$ cat src/sv/salct_pkg.sv
// Shared types, constants and address helpers for the cache tag store.
// No dependencies; used by every other file of the block except salct_ram.
`default_nettype none
package salct_pkg;

   localparam int ADDR_BITS   = 8;
   localparam int WAYS        = 8;
   localparam int SETS        = 4;
   localparam int BLOCK_BYTES = 4;

   localparam int OFFSET_BITS = $clog2(BLOCK_BYTES);
   localparam int SET_BITS    = (SETS > 1) ? $clog2(SETS) : 1;
   localparam int TAG_BITS    = ADDR_BITS - OFFSET_BITS - $clog2(SETS);
   localparam int WAY_BITS    = (WAYS > 1) ? $clog2(WAYS) : 1;
   localparam int AGE_BITS    = WAY_BITS;
   localparam int ROW_BITS    = WAYS * (1 + TAG_BITS + AGE_BITS);

   typedef logic [ADDR_BITS-1:0] addr_type;
   typedef logic [SET_BITS-1:0]  set_type;
   typedef logic [TAG_BITS-1:0]  tag_type;
   typedef logic [WAY_BITS-1:0]  way_type;
   typedef logic [AGE_BITS-1:0]  age_type;

   // one set of the tag store, as held in one memory word
   typedef struct packed {
      logic    [WAYS-1:0] valid;
      tag_type [WAYS-1:0] tag;
      age_type [WAYS-1:0] age;
   } row_type;

   typedef struct packed {
      logic    hit;
      way_type way;
      row_type row;
   } lookup_type;

   typedef enum logic {
      ST_IDLE,
      ST_LOOKUP
   } state_type;

   function automatic set_type addr_set(input addr_type address);
      addr_type block;
      block = address >> OFFSET_BITS;
      return set_type'(block % SETS);
   endfunction

   function automatic tag_type addr_tag(input addr_type address);
      addr_type upper;
      upper = address >> (OFFSET_BITS + $clog2(SETS));
      return tag_type'(upper);
   endfunction

endpackage
`default_nettype wire

$ cat src/sv/salct_ifs.sv
// Valid/ready channel interfaces for the access (request) and result (response) words.
// Depends on salct_pkg.
`default_nettype none
interface salct_req_if;
   import salct_pkg::*;
   logic     valid;
   logic     ready;
   addr_type address;
   modport source (output valid, output address, input ready);
   modport sink   (input valid, input address, output ready);
endinterface

interface salct_rsp_if;
   logic valid;
   logic ready;
   logic hit;
   modport source (output valid, output hit, input ready);
   modport sink   (input valid, input hit, output ready);
endinterface
`default_nettype wire

$ cat src/sv/set_assoc_lru_cache_tags.sv
// Tag store of a set-associative cache with LRU replacement (top level).
// Depends on salct_pkg, salct_ifs, salct_ram and salct_update.
//
// Usage:
//   req: one word per access, carrying the byte address. The address splits
//        into block offset, set number and tag.
//   rsp: one word per access, carrying hit (1 when a valid way of the set
//        held the tag, 0 when the access missed and filled a way).
// Each access reads the set row from the row memory in the accept cycle and
// compares, updates and writes it back in the next. The registered read data
// of that memory and the read-modify-write of a whole set per access mean a
// new access is accepted only after the previous one has been written back.
// The response sits in an output register; req_ch.ready stays high in the
// idle state while that register is empty or being drained, so a stalled
// receiver holds at most one response and blocks further accesses.
// Reset clears the per-set written flags, so every set reads as empty with
// no valid ways; there is no clearing pass and the block is ready in the
// first cycle after reset.
`default_nettype none
module set_assoc_lru_cache_tags (
   input wire logic  clock,
   input wire logic  reset,
   salct_req_if.sink   req_ch,
   salct_rsp_if.source rsp_ch
);
   import salct_pkg::*;

   state_type     state_ff, state_in;
   set_type       set_ff, set_in;
   tag_type       tag_ff, tag_in;
   logic [SETS-1:0] row_written_ff, row_written_in;
   logic          rsp_valid_ff, rsp_valid_in;
   logic          rsp_hit_ff, rsp_hit_in;
   logic          accept;
   logic [ROW_BITS-1:0] rd_data;
   row_type       row_cur;
   lookup_type    upd;

   assign req_ch.ready = (state_ff == ST_IDLE) && (!rsp_valid_ff || rsp_ch.ready);
   assign accept       = req_ch.valid && req_ch.ready;

   salct_ram #(
      .WIDTH (ROW_BITS),
      .DEPTH (SETS)
   ) u_rows (
      .clock   (clock),
      .wr_en   (state_ff == ST_LOOKUP),
      .wr_addr (set_ff),
      .wr_data (upd.row),
      .rd_en   (accept),
      .rd_addr (addr_set(req_ch.address)),
      .rd_data (rd_data)
   );

   assign row_cur = row_written_ff[set_ff] ? row_type'(rd_data) : '0;

   salct_update u_update (
      .row_in (row_cur),
      .tag    (tag_ff),
      .result (upd)
   );

   always_ff @(posedge clock) begin
      if (reset) begin
         state_ff       <= ST_IDLE;
         row_written_ff <= '0;
         rsp_valid_ff   <= 1'b0;
      end else begin
         state_ff       <= state_in;
         row_written_ff <= row_written_in;
         rsp_valid_ff   <= rsp_valid_in;
      end
      set_ff     <= set_in;
      tag_ff     <= tag_in;
      rsp_hit_ff <= rsp_hit_in;
   end

   always_comb begin
      state_in       = state_ff;
      set_in         = set_ff;
      tag_in         = tag_ff;
      row_written_in = row_written_ff;
      rsp_valid_in   = rsp_valid_ff;
      rsp_hit_in     = rsp_hit_ff;
      if (rsp_ch.ready) begin
         rsp_valid_in = 1'b0;
      end
      unique case (state_ff)
         ST_IDLE: begin
            if (accept) begin
               state_in = ST_LOOKUP;
               set_in   = addr_set(req_ch.address);
               tag_in   = addr_tag(req_ch.address);
            end
         end
         ST_LOOKUP: begin
            state_in               = ST_IDLE;
            row_written_in[set_ff] = 1'b1;
            rsp_valid_in           = 1'b1;
            rsp_hit_in             = upd.hit;
         end
         default: state_in = ST_IDLE;
      endcase
   end

   assign rsp_ch.valid = rsp_valid_ff;
   assign rsp_ch.hit   = rsp_hit_ff;

   a_lookup_slot_free: assert property (@(posedge clock) disable iff (reset)
      state_ff == ST_LOOKUP |-> !rsp_valid_ff)
      else $error("response register busy during lookup");

   a_accept_to_lookup: assert property (@(posedge clock) disable iff (reset)
      accept |=> state_ff == ST_LOOKUP)
      else $error("accepted word did not enter lookup");

   a_lookup_to_rsp: assert property (@(posedge clock) disable iff (reset)
      state_ff == ST_LOOKUP |=> rsp_valid_ff && state_ff == ST_IDLE)
      else $error("lookup did not produce a response");

   a_touched_way_mru: assert property (@(posedge clock) disable iff (reset)
      state_ff == ST_LOOKUP |-> upd.row.valid[upd.way] && upd.row.age[upd.way] == '0)
      else $error("touched way not valid and most recent");

   a_set_marked: assert property (@(posedge clock) disable iff (reset)
      state_ff == ST_LOOKUP |=> row_written_ff[$past(set_ff)])
      else $error("written set not marked");

endmodule
`default_nettype wire

$ cat src/sv/salct_ram.sv
// Generic single-write, single-read synchronous RAM with registered read data.
// No dependencies.
`default_nettype none
module salct_ram #(
   parameter int WIDTH = 8,
   parameter int DEPTH = 4
) (
   input  wire logic                     clock,
   input  wire logic                     wr_en,
   input  wire logic [$clog2(DEPTH)-1:0] wr_addr,
   input  wire logic [WIDTH-1:0]         wr_data,
   input  wire logic                     rd_en,
   input  wire logic [$clog2(DEPTH)-1:0] rd_addr,
   output      logic [WIDTH-1:0]         rd_data
);

   logic [WIDTH-1:0] mem_ff [DEPTH];
   logic [WIDTH-1:0] rd_data_ff;

   always_ff @(posedge clock) begin
      if (wr_en) begin
         mem_ff[wr_addr] <= wr_data;
      end
      if (rd_en) begin
         rd_data_ff <= mem_ff[rd_addr];
      end
   end

   assign rd_data = rd_data_ff;

endmodule
`default_nettype wire

$ cat src/sv/salct_update.sv
// Way compare, victim choice and LRU rank update for one set row.
// Depends on salct_pkg.
`default_nettype none
module salct_update (
   input  wire salct_pkg::row_type    row_in,
   input  wire salct_pkg::tag_type    tag,
   output      salct_pkg::lookup_type result
);
   import salct_pkg::*;

   always_comb begin
      logic    hit;
      logic    found;
      way_type way;
      age_type best_age;
      logic    was_valid;
      age_type old_age;
      row_type row;

      row   = row_in;
      hit   = 1'b0;
      found = 1'b0;
      way   = '0;
      best_age = '0;

      for (int k = 0; k < WAYS; k++) begin
         if (!hit && row_in.valid[k] && row_in.tag[k] == tag) begin
            hit = 1'b1;
            way = WAY_BITS'(k);
         end
      end

      if (!hit) begin
         for (int k = 0; k < WAYS; k++) begin
            if (!found && !row_in.valid[k]) begin
               found = 1'b1;
               way   = WAY_BITS'(k);
            end
         end
         if (!found) begin
            for (int k = 0; k < WAYS; k++) begin
               if (row_in.age[k] > best_age) begin
                  best_age = row_in.age[k];
                  way      = WAY_BITS'(k);
               end
            end
         end
      end

      was_valid = row_in.valid[way];
      old_age   = row_in.age[way];
      for (int k = 0; k < WAYS; k++) begin
         if (WAY_BITS'(k) != way && row_in.valid[k] &&
             (!was_valid || row_in.age[k] < old_age)) begin
            row.age[k] = row_in.age[k] + 1'b1;
         end
      end
      row.age[way]   = '0;
      row.valid[way] = 1'b1;
      if (!hit) begin
         row.tag[way] = tag;
      end

      result.hit = hit;
      result.way = way;
      result.row = row;
   end

endmodule
`default_nettype wire

$ cat src/flat_wrapper.sv
// flat-port wrapper written by rule: the top's interface ports become plain ports
module set_assoc_lru_cache_tags_flat import salct_pkg::*;
  (clock, reset, req_ch_valid, req_ch_address, req_ch_ready, rsp_ch_valid, rsp_ch_hit, rsp_ch_ready);
  salct_req_if req_ch_i ();
  salct_rsp_if rsp_ch_i ();
  input wire logic clock;
  input wire logic reset;
  input wire logic [$bits(req_ch_i.valid)-1:0] req_ch_valid;
  input wire logic [$bits(req_ch_i.address)-1:0] req_ch_address;
  output wire logic [$bits(req_ch_i.ready)-1:0] req_ch_ready;
  output wire logic [$bits(rsp_ch_i.valid)-1:0] rsp_ch_valid;
  output wire logic [$bits(rsp_ch_i.hit)-1:0] rsp_ch_hit;
  input wire logic [$bits(rsp_ch_i.ready)-1:0] rsp_ch_ready;
  assign req_ch_i.valid = req_ch_valid;
  assign req_ch_i.address = req_ch_address;
  assign req_ch_ready = req_ch_i.ready;
  assign rsp_ch_valid = rsp_ch_i.valid;
  assign rsp_ch_hit = rsp_ch_i.hit;
  assign rsp_ch_i.ready = rsp_ch_ready;
  set_assoc_lru_cache_tags u_core (.clock(clock), .reset(reset), .req_ch(req_ch_i), .rsp_ch(rsp_ch_i));
endmodule
$ cat config.mk
export PLATFORM = sky130hd
export DESIGN_NAME = set_assoc_lru_cache_tags_flat
export DESIGN_NICKNAME = d
export VERILOG_FILES = /design/src/sv/salct_pkg.sv /design/src/sv/salct_ifs.sv /design/src/sv/set_assoc_lru_cache_tags.sv /design/src/sv/salct_ram.sv /design/src/sv/salct_update.sv /design/src/flat_wrapper.sv
export SDC_FILE = /design/constraint.sdc
export NUM_CORES = 1
export LEC_CHECK = 0
export ABC_AREA = 1
export BUFFER_PORTS_ARGS = -buffer_cell sky130_fd_sc_hd__buf_2
export CAP_MARGIN = 10
export CORE_MARGIN = 1.5
export CORE_UTILIZATION = 35
export DETAILED_ROUTE_END_ITERATION = 10
export GPL_ROUTABILITY_DRIVEN = 0
export PLACE_DENSITY = 0.57
export SETUP_SLACK_MARGIN = 0.05
export SYNTH_ARGS = -nofsm -noshare
export SYNTH_HDL_FRONTEND = slang
export SYNTH_SLANG_ARGS = --single-unit
export TNS_END_PERCENT = 50
$ cat constraint.sdc
create_clock -name clock -period 12.4 [get_ports clock]
set_clock_uncertainty 0.2 [all_clocks]
set_input_delay 0 -clock clock [delete_from_list [all_inputs] [get_ports clock]]
set_output_delay 0 -clock clock [all_outputs]
set_load 0.1 [all_outputs]
---- After elaboration in Yosys (flattened, before gate mapping) ----
Memory sizes are Yosys's and may differ from the RTL's. A register that Yosys moved wholly into a read port is not among the register bits.
Index checks and enable logic that the tools add are counted.
operators by class
  equal/unequal tests ..................... 15
  bitwise logic cells ..................... 5
  reduce and logical (&&, ||, !) cells .... 77
  add/subtract/negate cells ............... 8
  multiplexer cells ....................... 101
  magnitude comparators ................... 20
operator list
  cell                                                                     number
  3-bit two-way mux                                                        55
  64-bit two-way mux                                                       1
  1-bit logical AND                                                        42
  1-bit two-way mux                                                        34
  32-bit bitwise mux                                                       1
  4-bit == test                                                            8
  32-bit two-way mux                                                       1
  3-bit by 1-bit adder with 3-bit output (second input constant)           8
  24-bit bitwise AND                                                       1
  3-bit < comparator                                                       8
  24-bit inverter                                                          1
  1-bit zero test                                                          23
  3-bit > comparator                                                       7
  4-bit demux with 3-bit select                                            1
  3-bit inequality test (first input constant)                             4
  3-bit binary-select mux with 3-bit select                                1
  3-bit demux with 3-bit select                                            1
  1-bit logical OR                                                         9
  8-bit OR                                                                 1
  2-bit by 3-bit inequality test with 1-bit output (first input constant)  2
  3-bit by 4-bit < comparator with 1-bit output (second input constant)    1
  4-bit two-way mux                                                        1
  4-bit OR                                                                 1
  1-bit binary-select mux with 3-bit select                                1
  13 further kinds                                                         13
storage, ports and cells
  memories ................................ 1
  RAM bits ................................ 256
  bits in registers ....................... 13
  logic and storage cells ................. 233
  bits of input ports ..................... 12
memories
  name                  depth  bits a word  rd ports  clocked after Yosys merged registers in  write ports  line             RTL
  u_core.u_rows.mem_ff  4      64           1         1                                        1            salct_ram.sv:17  logic [WIDTH-1:0] mem_ff [DEPTH];

---- Depth between registers and ports, before layout ----
Gate-level depths: netlist of run 1.
  depth after elaboration ................. 100
  mapped depth ............................ 76
  gate-level depth less buffers ........... 74

---- Hierarchy ----
From an unflattened synthesis of run 1, not the netlist that was laid out.
second synthesis, totals
  cells, all modules ...................... 1,945
  area, all modules ....................... 17,406.7 um^2
modules (own cells, without submodules)
  module                    area an instance (um^2)  sequential area each (um^2)  cells each  instances
  salct_ram                 12,683.4                 9,609.2                      1,074       1
  salct_update              3,707.3                  0.0                          696         1
  set_assoc_lru_cache_tags  1,016.0                  330.3                        175         1

---- Least setup slack after synthesis of run 1 ----
Ideal clock, no wire load.
  path type ............................... flip-flop to flip-flop
  from .................................... reg u_core.set_ff[0]
  to ...................................... mem u_core.u_rows.mem_ff[0][4] (netlist bit), data pin
  stages on the path, launching flop included .. 71
  setup slack ............................. 2,259 ps
  clock period less this slack ............ 10,141 ps
  data arrival time ....................... 9,681 ps
  buffers on the path ..................... 2
  required time ........................... 11,940 ps
  path through ............................ edfxtp_1 inv_2 nand2_1 nand2_1 nand2_2 nand2_4 buf_6 buf_4 nand2_1 ha_1 nand2_1 o21ai_0 o21ai_0 ha_1 nand2_1 o21ai_0 nand2_1 nand2_1 [... 35 more ...] a32oi_1 nor2_1 a21boi_0 o211ai_1 nand2_1 inv_1 nor2_1 inv_1 o22ai_1 a21oi_1 a31oi_1 ha_1 a21oi_1 nand2_1 nand2_2 nand2_2 nor2_1 nor2_1
on the way
  longest elaborated chain between the ends .. 59
  elaborated cells between the ends (all ways) .. 151
RTL lines
  what                                                                                                    line                            RTL
  start: declaration                                                                                      set_assoc_lru_cache_tags.sv:29  set_type set_ff, set_in;
  start signal: assignment                                                                                set_assoc_lru_cache_tags.sv:73  set_ff <= set_in;
  1-bit binary-select mux with 2-bit select (*)                                                           set_assoc_lru_cache_tags.sv:55  assign row_cur = row_written_ff[set_ff] ? row_type'(rd_data) : '0;
  1-bit two-way mux (implied by the code) (*)                                                             set_assoc_lru_cache_tags.sv:55
  64-bit two-way mux (*)                                                                                  set_assoc_lru_cache_tags.sv:55
  parallel branches: the longest is 55 deep, another holds 3-bit by 1-bit > comparator with 1-bit output  -
  24-bit bitwise AND (no line) (*)                                                                        -
  net u_core.u_rows.wr_data[4]                                                                            salct_ram.sv:11                 input wire logic [WIDTH-1:0] wr_data,
  end: declaration                                                                                        salct_ram.sv:17
Mark *: on every way through the listed nets, which the timed path passes. The select of a mux whose other input is x is not followed.

---- Worst setup path in the final report of run 1 ----
  from .................................... reg u_core.set_ff[0]
  to ...................................... mem u_core.u_rows.mem_ff[2][18] (netlist bit), data pin
Same word-level chain as after synthesis.

==> results of run 1 <==
synth_stat cells:
cell / number
o2111ai_1: 1
nand3_4: 1
nor2_2: 4
o211ai_1: 5
xnor2_1: 2
a31oi_1: 5
clkbuf_1: 48
a21boi_0: 1
o21ai_0: 189
nand2_1: 287
o21ai_1: 5
nand3b_1: 1
nor2_4: 1
a21oi_2: 1
a32oi_1: 1
nand4_1: 3
nand2_2: 29
buf_6: 3
clkinv_1: 1
dfxtp_1: 6
o21ai_2: 1
inv_1: 93
nor4_1: 1
a21oi_1: 23
inv_2: 5
nand2_4: 2
nand3_1: 56
nor3_2: 2
o22ai_1: 73
buf_1: 3
nor3_1: 4
a311oi_1: 1
edfxtp_1: 327
buf_2: 4
o21ba_2: 2
buf_4: 2
nor2_1: 223
ha_1: 45
a211oi_1: 2
xor2_1: 10
flip-flops by register name, indices dropped and copies added (netlist names):
name / cells
u_core.rsp_ch.hit: 1
u_core.u_rows.mem_ff: 256
u_core.tag_ff: 4
u_core.u_rows.rd_data: 64
u_core.row_written_ff: 4
u_core.state_ff: 1
u_core.set_ff: 2
u_core.rsp_ch.valid: 1
power groups by stage:
stage	clock network, mW	logic (mW)	registers (mW)
after floorplan	0	0.294	1.31
after global placement	0	0.380	1.32
after detailed placement	0	0.392	1.32
after CTS	1.01	0.396	1.29
after global routing	1.05	0.459	1.30
final	0.987	0.400	1.29
metal layers:
layer / global-route usage / vias up / part of all wire
li1: - / 5229 / -
met1: 0.2247 / 5187 / 0.45
met2: 0.2863 / 223 / 0.48
met3: 0.02221 / 42 / 0.045
met4: 0.04468 / 0 / 0.017
met5: 0 / - / 0
stage by stage:
| step | instances | setup WS [ps] | util |
|---|---|---|---|
| final | 2116 | 1298 | 0.4031 |
| after global routing | 2116 | 29.05 | 0.4031 |
| after CTS | 2114 | 317.3 | 0.4014 |
| after detailed placement | 2036 | 367.3 | 0.3737 |
| after global placement | 2036 | 553.3 | 0.3737 |
| after floorplan | 1473 | 2259 | - |
final cells by class:
cell class / count / area, sq um / share of cell area
sequential: 333 / 9940 / 0.5686
multi-input combinational: 981 / 4961 / 0.2838
clock buffer: 43 / 948.4 / 0.05426
tap: 585 / 732.0 / 0.04187
timing repair buffer: 53 / 402.9 / 0.02305
inverter: 99 / 372.9 / 0.02133
clock inverter: 22 / 123.9 / 0.007086
cells by family after synthesis:
logic type	share of synthesized area
AOI/OAI and AO/OA	0.1098
buffers and inverters	0.04086
adders and majority gates	0.03641
xor gates and xnor gates	0.006797
DFF	0.6428
and+or+nand+nor	0.1633
critical path, delay by kind of cell (launching register included):
kind	cells	cell delay, ps
compound gates	23	3550
fa+ha+maj	8	2520
buf+inv	11	1480
flops	1	450
simple gates	30	2670
timing repair:
| item | in CTS | in global routing |
|---|---|---|
| hold buffers | 13 | 0 |
| buffers inserted | 0 | 2 |
| setup endpoints to repair | 0 | 116 |
| endpoints found under the hold margin | 30 | 0 |
| gates resized for setup | 0 | 21 |
worst min path at each step:
| stage | end | depth (start not counted) | slack, ps |
|---|---|---|---|
| 2_1_floorplan | u_core.row_written_ff[1] | 1 | -130 |
| 3_3_place_gp | u_core.tag_ff[0] | 1 | -20 |
| 3_5_place_dp | u_core.tag_ff[2] | 1 | -20 |
| 4_1_cts | u_core.set_ff[1] | 2 | 20 |
| 5_1_grt | u_core.set_ff[1] | 2 | 50 |
| 6_report | u_core.row_written_ff[1] | 3 | 30 |
==> summary.txt, run 1 <==
Min path
  • Hold Crit Class: primary input to flop
  • Worst hold path startpoint: reset

Global route
  • Global-route wire length before repair: about 58000 um
  • Global route overflow: 0
  • Largest net degree at the start of global routing: a little over 100
  • Vias in the first global route: slightly above 10000
  • Number of antenna violations at the first check in global routing: 0
  • Total track usage: 0.1678

Yosys
  • Share of synthesized area occupied by flip-flops and latches: 0.6428
  • Number of flip-flops and latches in the synthesized netlist: 333
  • Warnings, synthesis: 0
  • Net Count, Synth: around 1500
  • Cells after Synth: about 1500
  • Post-Syn Area per Cell: roughly 10 sq um
  • Most area-consuming cells after synthesis: edfxtp_1, nand2_1, o21ai_0
  • Post-Synthesis Cell Area: 15460 sq um
  • Cell variety after synth: 40
  • Biggest area consumer among synthesized cells: edfxtp_1
  • Yosys top cell area share: 0.6351

Power
  • Cell-internal power: 1.955 mW
  • Net switching power of the design: ~720 uW
  • Worst IR Drop VDD: ~130 uV
  • Part of the power in the clock network: 0.368
  • Total power consumption of the routed design: 2.679 mW
  • Share of total power in sequential cells: 0.482
  • Power density over the cells: roughly 150 nW/um^2
  • Switching share of power: 0.2703
  • P_leak: between 6 and 7 nW
  • Comb pwr share: 0.149

Setup path
  • Data required time of the worst path: 12550 ps
  • Top cell by count, worst path: nand2_1
  • Arrival time of the worst setup path: between 10000 and 15000 ps
  • Slack of the worst reg-to-reg path: 1300 ps
  • Termination of the worst setup path: u_core.u_rows.mem_ff[2][18]
  • Endpoint class of the critical path: flop
  • Delay contributed by the slowest stage of the critical path: around 450 ps
  • Reg2reg path depth: 72
  • Start of the worst register-to-register path: u_core.set_ff[0]
  • Crit Path Class: flop to flop
  • Slowest cell on crit path: edfxtp_1
  • Nature of the critical path startpoint: flop
  • Reg-to-reg endpoint: u_core.u_rows.mem_ff[2][18]
  • Critical Path Source: u_core.set_ff[0]
  • Crit Path Max Fanout: 7

CTS
  • CTS tree: yes
  • Cell chosen for the clock root: clkbuf_16
  • Longest Clk Path Bufs: 3
  • Clock buffers created by TritonCTS: 36
  • Clock Sinks: roughly 330
  • Clock-pin slew on the worst setup and hold paths: around 60 ps
  • H-tree levels: 2
  • Clock latency reported for the late side of the worst-skew pair: 550 ps

Finish
  • Most common cell after layout, fill and taps aside: edfxtp_1
  • Final instance area: around 17000 sq um
  • Share of final-layout standard cells stronger than drive strength 1: 0.1012
  • Commonest non-fill, non-tap cells in the layout: edfxtp_1, nand2_1, nor2_1, o21ai_0, inv_1
  • Number of antenna repair diodes: 0
  • Layout fillers: 4199
  • Final layout net count: 1561
  • Layout area overhead: 13.05%

STA
  • Fmax achieved: 90.07 MHz
  • Fraction of the cycle the final worst path needs: 0.8953
  • Worst hold slack after final layout: about 28 ps
  • Worst slew margin: 0.2631
  • Fin. max-slew vios: 0
  • Hold violation count in the final report: 0
  • Fin crit period: between 10000 and 15000 ps
  • Transition time at the pin with the least slew margin: around 1100 ps
  • Total Neg Setup Slack: 0 ps
  • Total of endpoints with negative setup slack in the final report: 0
  • Setup repair after global routing missed its margin: true

Die
  • Number of placement rows: 76
  • Starting utilization of the core area: 0.3566
  • Area enclosed by the die boundary: around 45000 sq um
  • Core Box Area: about 43000 sq um
  • Die Y-Extent: about 210 um
  • Boundary Pins: 15
  • Die width: between 200 and 250 um

Placement
  • Count of buffers from port buffering: 12
  • Placed wire-length estimate after detailed placement: roughly 22000 um
  • Area post-placement: ~16000 sq um

Routing
  • Wire length per cell after detailed routing: 17.54 um
  • Number of remaining DRC errors: 0
  • Via density per instance: 5.048
  • Number of detailed-route iterations in the first pass: 9
  • Vias post-DR: 10681
  • Number of nets with antenna violations after detailed routing: 0
  • Sum of routed wire length over all layers: between 30000 and 40000 um
  • Initial DRC Count: about 830

Flow run
  • Max-capacitance violation count: 0

Outcome
  • Status: finished, final reports clean
No activity file was read; power rests on OpenSTA's default activity.
==> run 2, diff against run 1 <==
--- a/config.mk
+++ b/config.mk
@@ -12,7 +12,7 @@
 export CORE_UTILIZATION = 35
 export DETAILED_ROUTE_END_ITERATION = 10
 export GPL_ROUTABILITY_DRIVEN = 0
-export PLACE_DENSITY = 0.57
+export PLACE_DENSITY = 0.51
 export SETUP_SLACK_MARGIN = 0.05
 export SYNTH_ARGS = -nofsm -noshare
 export SYNTH_HDL_FRONTEND = slang
==> run 2 against run 1 <==
- final cell count about the same
- global-route usage increased by 0.41 points
- register-to-register slack got worse by 60 ps
- power increased by 3.6%
- wire length increased by 2.9%
- hold slack got worse by 7.0 ps
- fmax decreased by 0.57%
- die area unchanged
- worst setup slack got worse by 63 ps
- non-clock buffer count decreased by 1
- critical path depth unchanged
==> summary.txt, run 2 (synthesis results as in run 1) <==
Outcome
  • Status: finished, final reports clean

Setup path
  • Arrival time of the worst setup path: 11320 ps (+70 ps)
  • Reg2reg path depth: 72 (unchanged)
  • Number of buffers and inverters on the critical path: 10 (-1)
  • Logic depth of the worst setup path including buffers: 72 (unchanged)
  • Reg-to-reg endpoint: u_core.u_rows.mem_ff[2][19]
  • Slack of the worst reg-to-reg path: 1230 ps (-60 ps)
  • Data required time of the worst path: 12560 ps (about the same)
  • Top cell by count, worst path: nand2_1
  • Endpoint class of the critical path: flop
  • Family of cells with the greatest summed delay on the critical path: compound AO/OA/AOI/OAI gates
  • Critical Path Source: u_core.set_ff[0]
  • Termination of the worst setup path: u_core.u_rows.mem_ff[2][19]
  • Crit Path Max Fanout: 11 (+4)
  • Crit Path Class: flop to flop
  • Delay contributed by the slowest stage of the critical path: 440 ps (about the same)
  • Start of the worst register-to-register path: u_core.set_ff[0]
  • Nature of the critical path startpoint: flop
  • Slowest cell on crit path: edfxtp_1

STA
  • Fraction of the cycle the final worst path needs: 0.9005 (+0.005118)
  • Total Neg Setup Slack: 0 ps (unchanged)
  • Total of endpoints with negative setup slack in the final report: 0 (unchanged)
  • Fin crit period: 11170 ps (+63.46 ps)
  • Setup repair after global routing missed its margin: false
  • Fmax achieved: 89.56 MHz (-0.57%)
  • Worst slew margin: 0.2553 (-0.007792)
  • Hold violation count in the final report: 0 (unchanged)
  • Transition time at the pin with the least slew margin: 1117 ps (+11.69 ps)
  • Fin. max-slew vios: 0 (unchanged)

Placement
  • Count of buffers from port buffering: 12 (unchanged)
  • Area post-placement: 16190 sq um (about the same)
  • Placed wire-length estimate after detailed placement: 22480 um (+3.5%)

Finish
  • Share of final-layout standard cells stronger than drive strength 1: 0.1044 (+0.003129)
  • Largest register by flop count: u_core.u_rows.mem_ff
  • Final layout net count: 1562 (+0.064%)
  • Layout fillers: 4242 (+1.0%)
  • Layout area overhead: 13.98%
  • Commonest non-fill, non-tap cells in the layout: edfxtp_1, nand2_1, nor2_1, o21ai_0, inv_1
  • Max FFs per register: 256 (unchanged)
  • Number of antenna repair diodes: 0 (unchanged)
  • Final instance area: 17620 sq um (+0.82%)
  • Most common cell after layout, fill and taps aside: edfxtp_1

Routing
  • Wire length per cell after detailed routing: 18.03 um (+2.8%)
  • Vias post-DR: 10598 (-0.78%)
  • Number of nets with antenna violations after detailed routing: 0 (unchanged)
  • Number of detailed-route iterations in the first pass: 5 (-4)
  • Via density per instance: 5.004 (-0.87%)
  • Number of remaining DRC errors: 0 (unchanged)
  • Sum of routed wire length over all layers: 38180 um (+2.9%)
  • Initial DRC Count: 632 (-24%)

Power
  • P_leak: 6.723 nW (+1.2%)
  • Power density over the cells: 157.6 nW/um^2 (+2.8%)
  • Total power consumption of the routed design: 2.777 mW (+3.6%)
  • Worst IR Drop VDD: 97.42 uV (-25%)

Global route
  • Total track usage: 0.1719 (+0.004147)
  • Global-route wire length before repair: 58710 um (+1.0%)
  • Vias in the first global route: 10190 (-1.5%)
  • Largest net degree at the start of global routing: 101 (-0.98%)
  • Global route overflow: 0 (unchanged)
  • Number of antenna violations at the first check in global routing: 0 (unchanged)

Min path
  • Worst hold path depth: 3 (unchanged)
  • Hold Crit Class: primary input to flop

CTS
  • Clock-pin slew on the worst setup and hold paths: 60 ps (about the same)
  • Cell chosen for the clock root: clkbuf_16
  • CTS tree: yes
  • Clock buffers created by TritonCTS: 37 (+2.8%)
  • Longest Clk Path Bufs: 3 (unchanged)
  • Clock Sinks: 333 (unchanged)
  • H-tree levels: 2 (unchanged)
  • Clock latency reported for the late side of the worst-skew pair: 570 ps (+20 ps)

Flow run
  • Max-capacitance violation count: 0 (unchanged)

Die
  • Number of placement rows: 76 (unchanged)
  • Area enclosed by the die boundary: 45450 sq um (unchanged)
  • Die Y-Extent: 213.2 um (unchanged)
  • Die width: 213.2 um (unchanged)
  • Core Box Area: 43360 sq um (unchanged)
  • Starting utilization of the core area: 0.3566 (unchanged)
  • Boundary Pins: 15 (unchanged)
-- run 2: cell types whose count changed in the layout (fill, tap and decap cells not counted), moves of 3 or more --
cell / before / now
nor2_2: 17 / 12
clkinv_1: 16 / 5
nor2_1: 210 / 215
clkinv_2: 4 / 9
clkbuf_1: 6 / 10
bufinv_16: 0 / 3
buf_4: 29 / 26
-- run 2: final cells by class --
type                            instances  area [sq um]  share of cell area
Inverter                               99         376.6             0.02137
Sequential cell                       333          9940              0.5640
Multi-Input combinational cell        982          4974              0.2822
Timing Repair Buffer                   52         410.4             0.02329
Clock inverter                         18         188.9             0.01072
Clock buffer                           49          1002             0.05687
Tap cell                              585         732.0             0.04153
-- run 2: power by group --
part	internal [mW]	switching (mW)	leakage [nW]
clock	0.637	0.450	0.586
sequential	1.28	0.0157	3.11
combinational	0.129	0.269	3.03
total	2.04	0.735	6.72
-- run 2: worst register-to-register path, delay by kind of cell (launching register included) --
kind                       cells  cell delay [ps]
AOI/OAI and AO/OA             23             3580
adders and majority gates      8             2580
buffers and inverters         10             1260
DFF                            1              440
and+or+nand+nor               31             2910
-- run 2: timing repair --
action,CTS,global route
endpoints found under the hold margin,53,0
hold buffers,14,0
buffers inserted,0,2
endpoints found under the setup margin,0,117
gates resized for setup,0,19
-- run 2: worst min path at each step --
stage	from	endpoint	slack, ps
detailed placement	req_ch_address[7]	u_core.tag_ff[3]	-20
floorplan	reset	u_core.row_written_ff[1]	-130
global placement	req_ch_address[7]	u_core.tag_ff[3]	-20
global route	reset	u_core.rsp_ch.valid	50
finish	reset	u_core.rsp_ch.valid	20
CTS	reset	u_core.rsp_ch.valid	2
-- run 2: metrics by stage --
step / util / std cells / worst slack, ps / hold slack, ps
5_1_grt: 0.4064 / 2118 / 51.93 / 47.50
3_3_place_gp: 0.3734 / 2034 / 356.2 / -24.02
4_1_cts: 0.4041 / 2115 / 100.0 / 1.525
3_5_place_dp: 0.3734 / 2034 / 127.2 / -20.85
2_1_floorplan: - / 1473 / 2259 / -130.9
6_report: 0.4064 / 2118 / 1234 / 20.68
-- run 2: per-layer routing --
| metal | routed length, um | GRT usage | vias up |
|---|---|---|---|
| li1 | - | - | 5230 |
| met1 | 17860 | 0.2289 | 5130 |
| met2 | 18110 | 0.2873 | 186 |
| met3 | 1407 | 0.02603 | 52 |
| met4 | 802 | 0.05658 | 0 |
| met5 | 0 | 0 | - |
==> run 3, diff against run 2 <==
--- a/config.mk
+++ b/config.mk
@@ -16,5 +16,6 @@
 export SETUP_SLACK_MARGIN = 0.05
 export SYNTH_ARGS = -nofsm -noshare
 export SYNTH_HDL_FRONTEND = slang
+export SYNTH_HIERARCHICAL = 1
 export SYNTH_SLANG_ARGS = --single-unit
 export TNS_END_PERCENT = 50
==> run 3 against run 2 <==
- area after synthesis rose by 13%
- synthesized cell count up 32%
- sequential power about the same
- non-clock buffer count rose by 6
- combinational power is 2% higher
- wire length is 12% higher
- global-route usage rose by 0.13 points
- first-iteration DRC count up 13%
- flip-flop and latch count unchanged
- critical path type unchanged
- critical endpoint is now u_core/u_rows/mem_ff[0][7]
- largest power group unchanged
- highest routed layer unchanged
==> summary.txt, run 3 <==
Setup path
  • Crit Path Max Fanout: 12 (+1)
  • Delay contributed by the slowest stage of the critical path: 470 ps (+30 ps)
  • Top cell by count, worst path: nand2_1
  • Nature of the critical path startpoint: flop
  • Logic depth of the worst setup path including buffers: 70 (-2.8%)
  • Endpoint class of the critical path: flop
  • Data required time of the worst path: 12480 ps (-80 ps)
  • Family of cells with the greatest summed delay on the critical path: compound AO/OA/AOI/OAI gates
  • Crit Path Class: flop to flop
  • Slowest cell on crit path: edfxtp_1
  • Number of buffers and inverters on the critical path: 10 (unchanged)
  • Arrival time of the worst setup path: 11290 ps (-30 ps)
  • Reg2reg path depth: 70 (-2.8%)

CTS
  • Clock buffers created by TritonCTS: 36 (-2.7%)
  • Clock-pin slew on the worst setup and hold paths: 60 ps (about the same)
  • Clock latency reported for the late side of the worst-skew pair: 560 ps (about the same)
  • Clock Sinks: 333 (unchanged)
  • H-tree levels: 2 (unchanged)
  • Cell chosen for the clock root: clkbuf_16
  • CTS tree: yes
  • Longest Clk Path Bufs: 3 (unchanged)

Yosys
  • Net Count, Synth: 1995 (+30%)
  • Most common library cells after synthesis: nand2_1, inv_1, edfxtp_1
  • Compound-cell area share of the yosys netlist: 0.03400 (-0.07581)
  • Yosys top cell area share: 0.5641 (-0.07094)
  • Warnings, synthesis: 6 (+6)
  • Dominant combinational cell family by area after synthesis: simple AND/OR/NAND/NOR gates
  • Biggest area consumer among synthesized cells: edfxtp_1
  • Cell variety after synth: 49 (+23%)
  • Share of synthesized cell area in full adder, half adder and majority cells: 0.02731 (-0.009099)
  • Fraction of synthesized area in multiplexers: 0 (unchanged)
  • Post-Synthesis Cell Area: 17410 sq um (+13%)
  • Dominant synthesized flop cell: edfxtp_1
  • Share of synthesized area occupied by flip-flops and latches: 0.5710 (-0.07180)
  • Post-Syn Area per Cell: 8.949 sq um (-15%)
  • Number of flops mapped to enable cells by yosys: 327 (unchanged)
  • XOR/XNOR share of the synthesized area: 0.008554 (+0.001757)
  • Post-synthesis simple-gate area fraction: 0.2411 (+0.07779)
  • Proportion of synthesized flip-flops having asynchronous set or reset: 0 (unchanged)
  • Cells after Synth: 1945 (+32%)
  • Number of flip-flops and latches in the synthesized netlist: 333 (unchanged)
  • Most area-consuming cells after synthesis: edfxtp_1, nand2_1, inv_1
  • Most common cell in the netlist: nand2_1

Finish
  • Cell Count, Final, Fillers Out: 2674 (+26%)
  • Most common cell after layout, fill and taps aside: nand2_1
  • Share of final-layout standard cells stronger than drive strength 1: 0.1045 (+0.0001071)
  • Layout fillers: 4891 (+15%)
  • Largest register by flop count: u_core/u_rows/mem_ff
  • Final layout net count: 2034 (+30%)
  • Number of antenna repair diodes: 0 (unchanged)
  • Commonest non-fill, non-tap cells in the layout: nand2_1, inv_1, edfxtp_1, nand3_1, nor2_1
  • Max FFs per register: 256 (unchanged)
  • Layout area overhead: 12.08%

Power
  • Power density over the cells: 139.6 nW/um^2 (-11%)
  • Cell-internal power: 1.995 mW (-2.3%)
  • P_leak: 8.810 nW (+31%)
  • Comb pwr share: 0.149 (+0.005)
  • Total power consumption of the routed design: 2.723 mW (-1.9%)
  • Net switching power of the design: 728.3 uW (-0.88%)
  • Part of the power in the clock network: 0.378 (-0.013)
  • Switching share of power: 0.2674 (+0.002802)
  • Share of total power in sequential cells: 0.472 (+0.007)
  • Worst IR Drop VDD: 104.1 uV (+6.8%)

Outcome
  • Status: finished, final reports clean

Die
  • Starting utilization of the core area: 0.3549 (-0.001729)
  • Die width: 226.0 um (+6.0%)
  • Boundary Pins: 15 (unchanged)
  • Area enclosed by the die boundary: 51080 sq um (+12%)
  • Die Y-Extent: 226.0 um (+6.0%)
  • Core Box Area: 49050 sq um (+13%)
  • Number of placement rows: 81 (+6.6%)

Routing
  • Number of nets with antenna violations after detailed routing: 0 (unchanged)
  • Number of detailed-route iterations in the first pass: 5 (unchanged)
  • Wire length per cell after detailed routing: 16.03 um (-11%)
  • Vias post-DR: 12264 (+16%)
  • Number of remaining DRC errors: 0 (unchanged)
  • Via density per instance: 4.586 (-8.3%)
  • Sum of routed wire length over all layers: 42860 um (+12%)
  • Initial DRC Count: 717 (+13%)

Placement
  • Placed wire-length estimate after detailed placement: 26370 um (+17%)
  • Count of buffers from port buffering: 12 (unchanged)
  • Placed cells: 2591 (+27%)

STA
  • Hold violation count in the final report: 0 (unchanged)
  • Setup repair after global routing missed its margin: false
  • Fmax achieved: 89.18 MHz (-0.42%)
  • Total of endpoints with negative setup slack in the final report: 0 (unchanged)
  • Total Neg Setup Slack: 0 ps (unchanged)
  • Worst slew margin: 0.3637 (+0.1085)
  • Transition time at the pin with the least slew margin: 954.4 ps (-162.7 ps)
  • Fraction of the cycle the final worst path needs: 0.9043 (+0.003843)
  • Fin crit period: 11210 ps (+47.65 ps)
  • Fin. max-slew vios: 0 (unchanged)

Global route
  • Global-route wire length before repair: 67320 um (+15%)
  • Total track usage: 0.1732 (+0.001273)
  • Vias in the first global route: 11833 (+16%)
  • Largest net degree at the start of global routing: 83 (-18%)
  • Global route overflow: 0 (unchanged)
  • Number of antenna violations at the first check in global routing: 0 (unchanged)

Min path
  • Worst hold path depth: 3 (unchanged)
  • Hold Crit Class: primary input to flop

Flow run
  • Max-capacitance violation count: 0 (unchanged)
run 3: cell count changes after synthesis, moves of 13 or more:
cell,change
buf_4,+15
inv_1,+330
o21ai_0,-132
buf_2,+19
nand3_1,+144
xnor2_1,+13
nor2_1,-84
clkbuf_1,-44
nand2_1,+251
o22ai_1,-68
run 3: metrics by stage:
step                      hold WS [ps]  area [sq um]    util  setup slack [ps]
after floorplan                 -130.9         17410       -              2383
after global placement          -22.08         18130  0.3697             572.4
after detailed placement        -18.40         18130  0.3697             213.1
after CTS                        4.136         19380  0.3951             134.7
after global routing             36.51         19510  0.3977             78.32
final                            32.24         19510  0.3977              1187
run 3: cells by family (layout without fill, tap and decap cells):
| logic type | after synthesis | in the layout |
|---|---|---|
| simple gates | 955 | 955 |
| buf+inv | 499 | 564 |
| flops | 333 | 333 |
| compound gates | 103 | 103 |
| xor+xnor | 17 | 17 |
| fa+ha+maj | 38 | 38 |
run 3: worst min-delay path, stage by stage:
cell           delay (ps)
dlygate4sd3_1         510
buf_2                 160
nor2_1                 60
run 3: layout make-up:
cell class              count  area, sq um  share of cell area
clock inverters            19        152.6            0.007824
clock buffers              45        954.7             0.04893
well taps                 664        830.8             0.04258
inverters                 442         1665             0.08536
flip-flops and latches    333         9940              0.5095
multi-input cells        1113         5524              0.2831
repair buffers             58        442.9             0.02270
run 3: worst paths after layout:
check	start	end	slack (ps)
worst max-delay path	u_core/set_ff[1]	u_core/u_rows/mem_ff[0][7]	1190
worst min-delay path	reset	u_core/row_written_ff[0]	30
worst min register to register	u_core/row_written_ff[1]	u_core/row_written_ff[1]	260
worst max register to register	u_core/set_ff[1]	u_core/u_rows/mem_ff[0][7]	1190
run 3: power by group through the flow:
stage               sequential, mW  clock, mW  combinational, mW
global route                  1.29       1.10              0.461
detailed placement            1.31          0              0.395
CTS                           1.29       1.06              0.399
global placement              1.31          0              0.384
floorplan                     1.31          0              0.303
finish                        1.29       1.03              0.407
run 3: timing repair:
item,CTS,global route
gates resized for setup,0,32
buffers inserted,0,5
hold endpoints to repair,49,0
hold buffers,14,0
endpoints found under the setup margin,0,164
run 3: layer usage:
| metal | global-route usage | vias to the layer above | part of all wire |
|---|---|---|---|
| li1 | - | 6187 | - |
| met1 | 0.2261 | 5770 | 0.46 |
| met2 | 0.2885 | 219 | 0.47 |
| met3 | 0.02589 | 88 | 0.037 |
| met4 | 0.06925 | 0 | 0.035 |
| met5 | 0 | - | 0 |
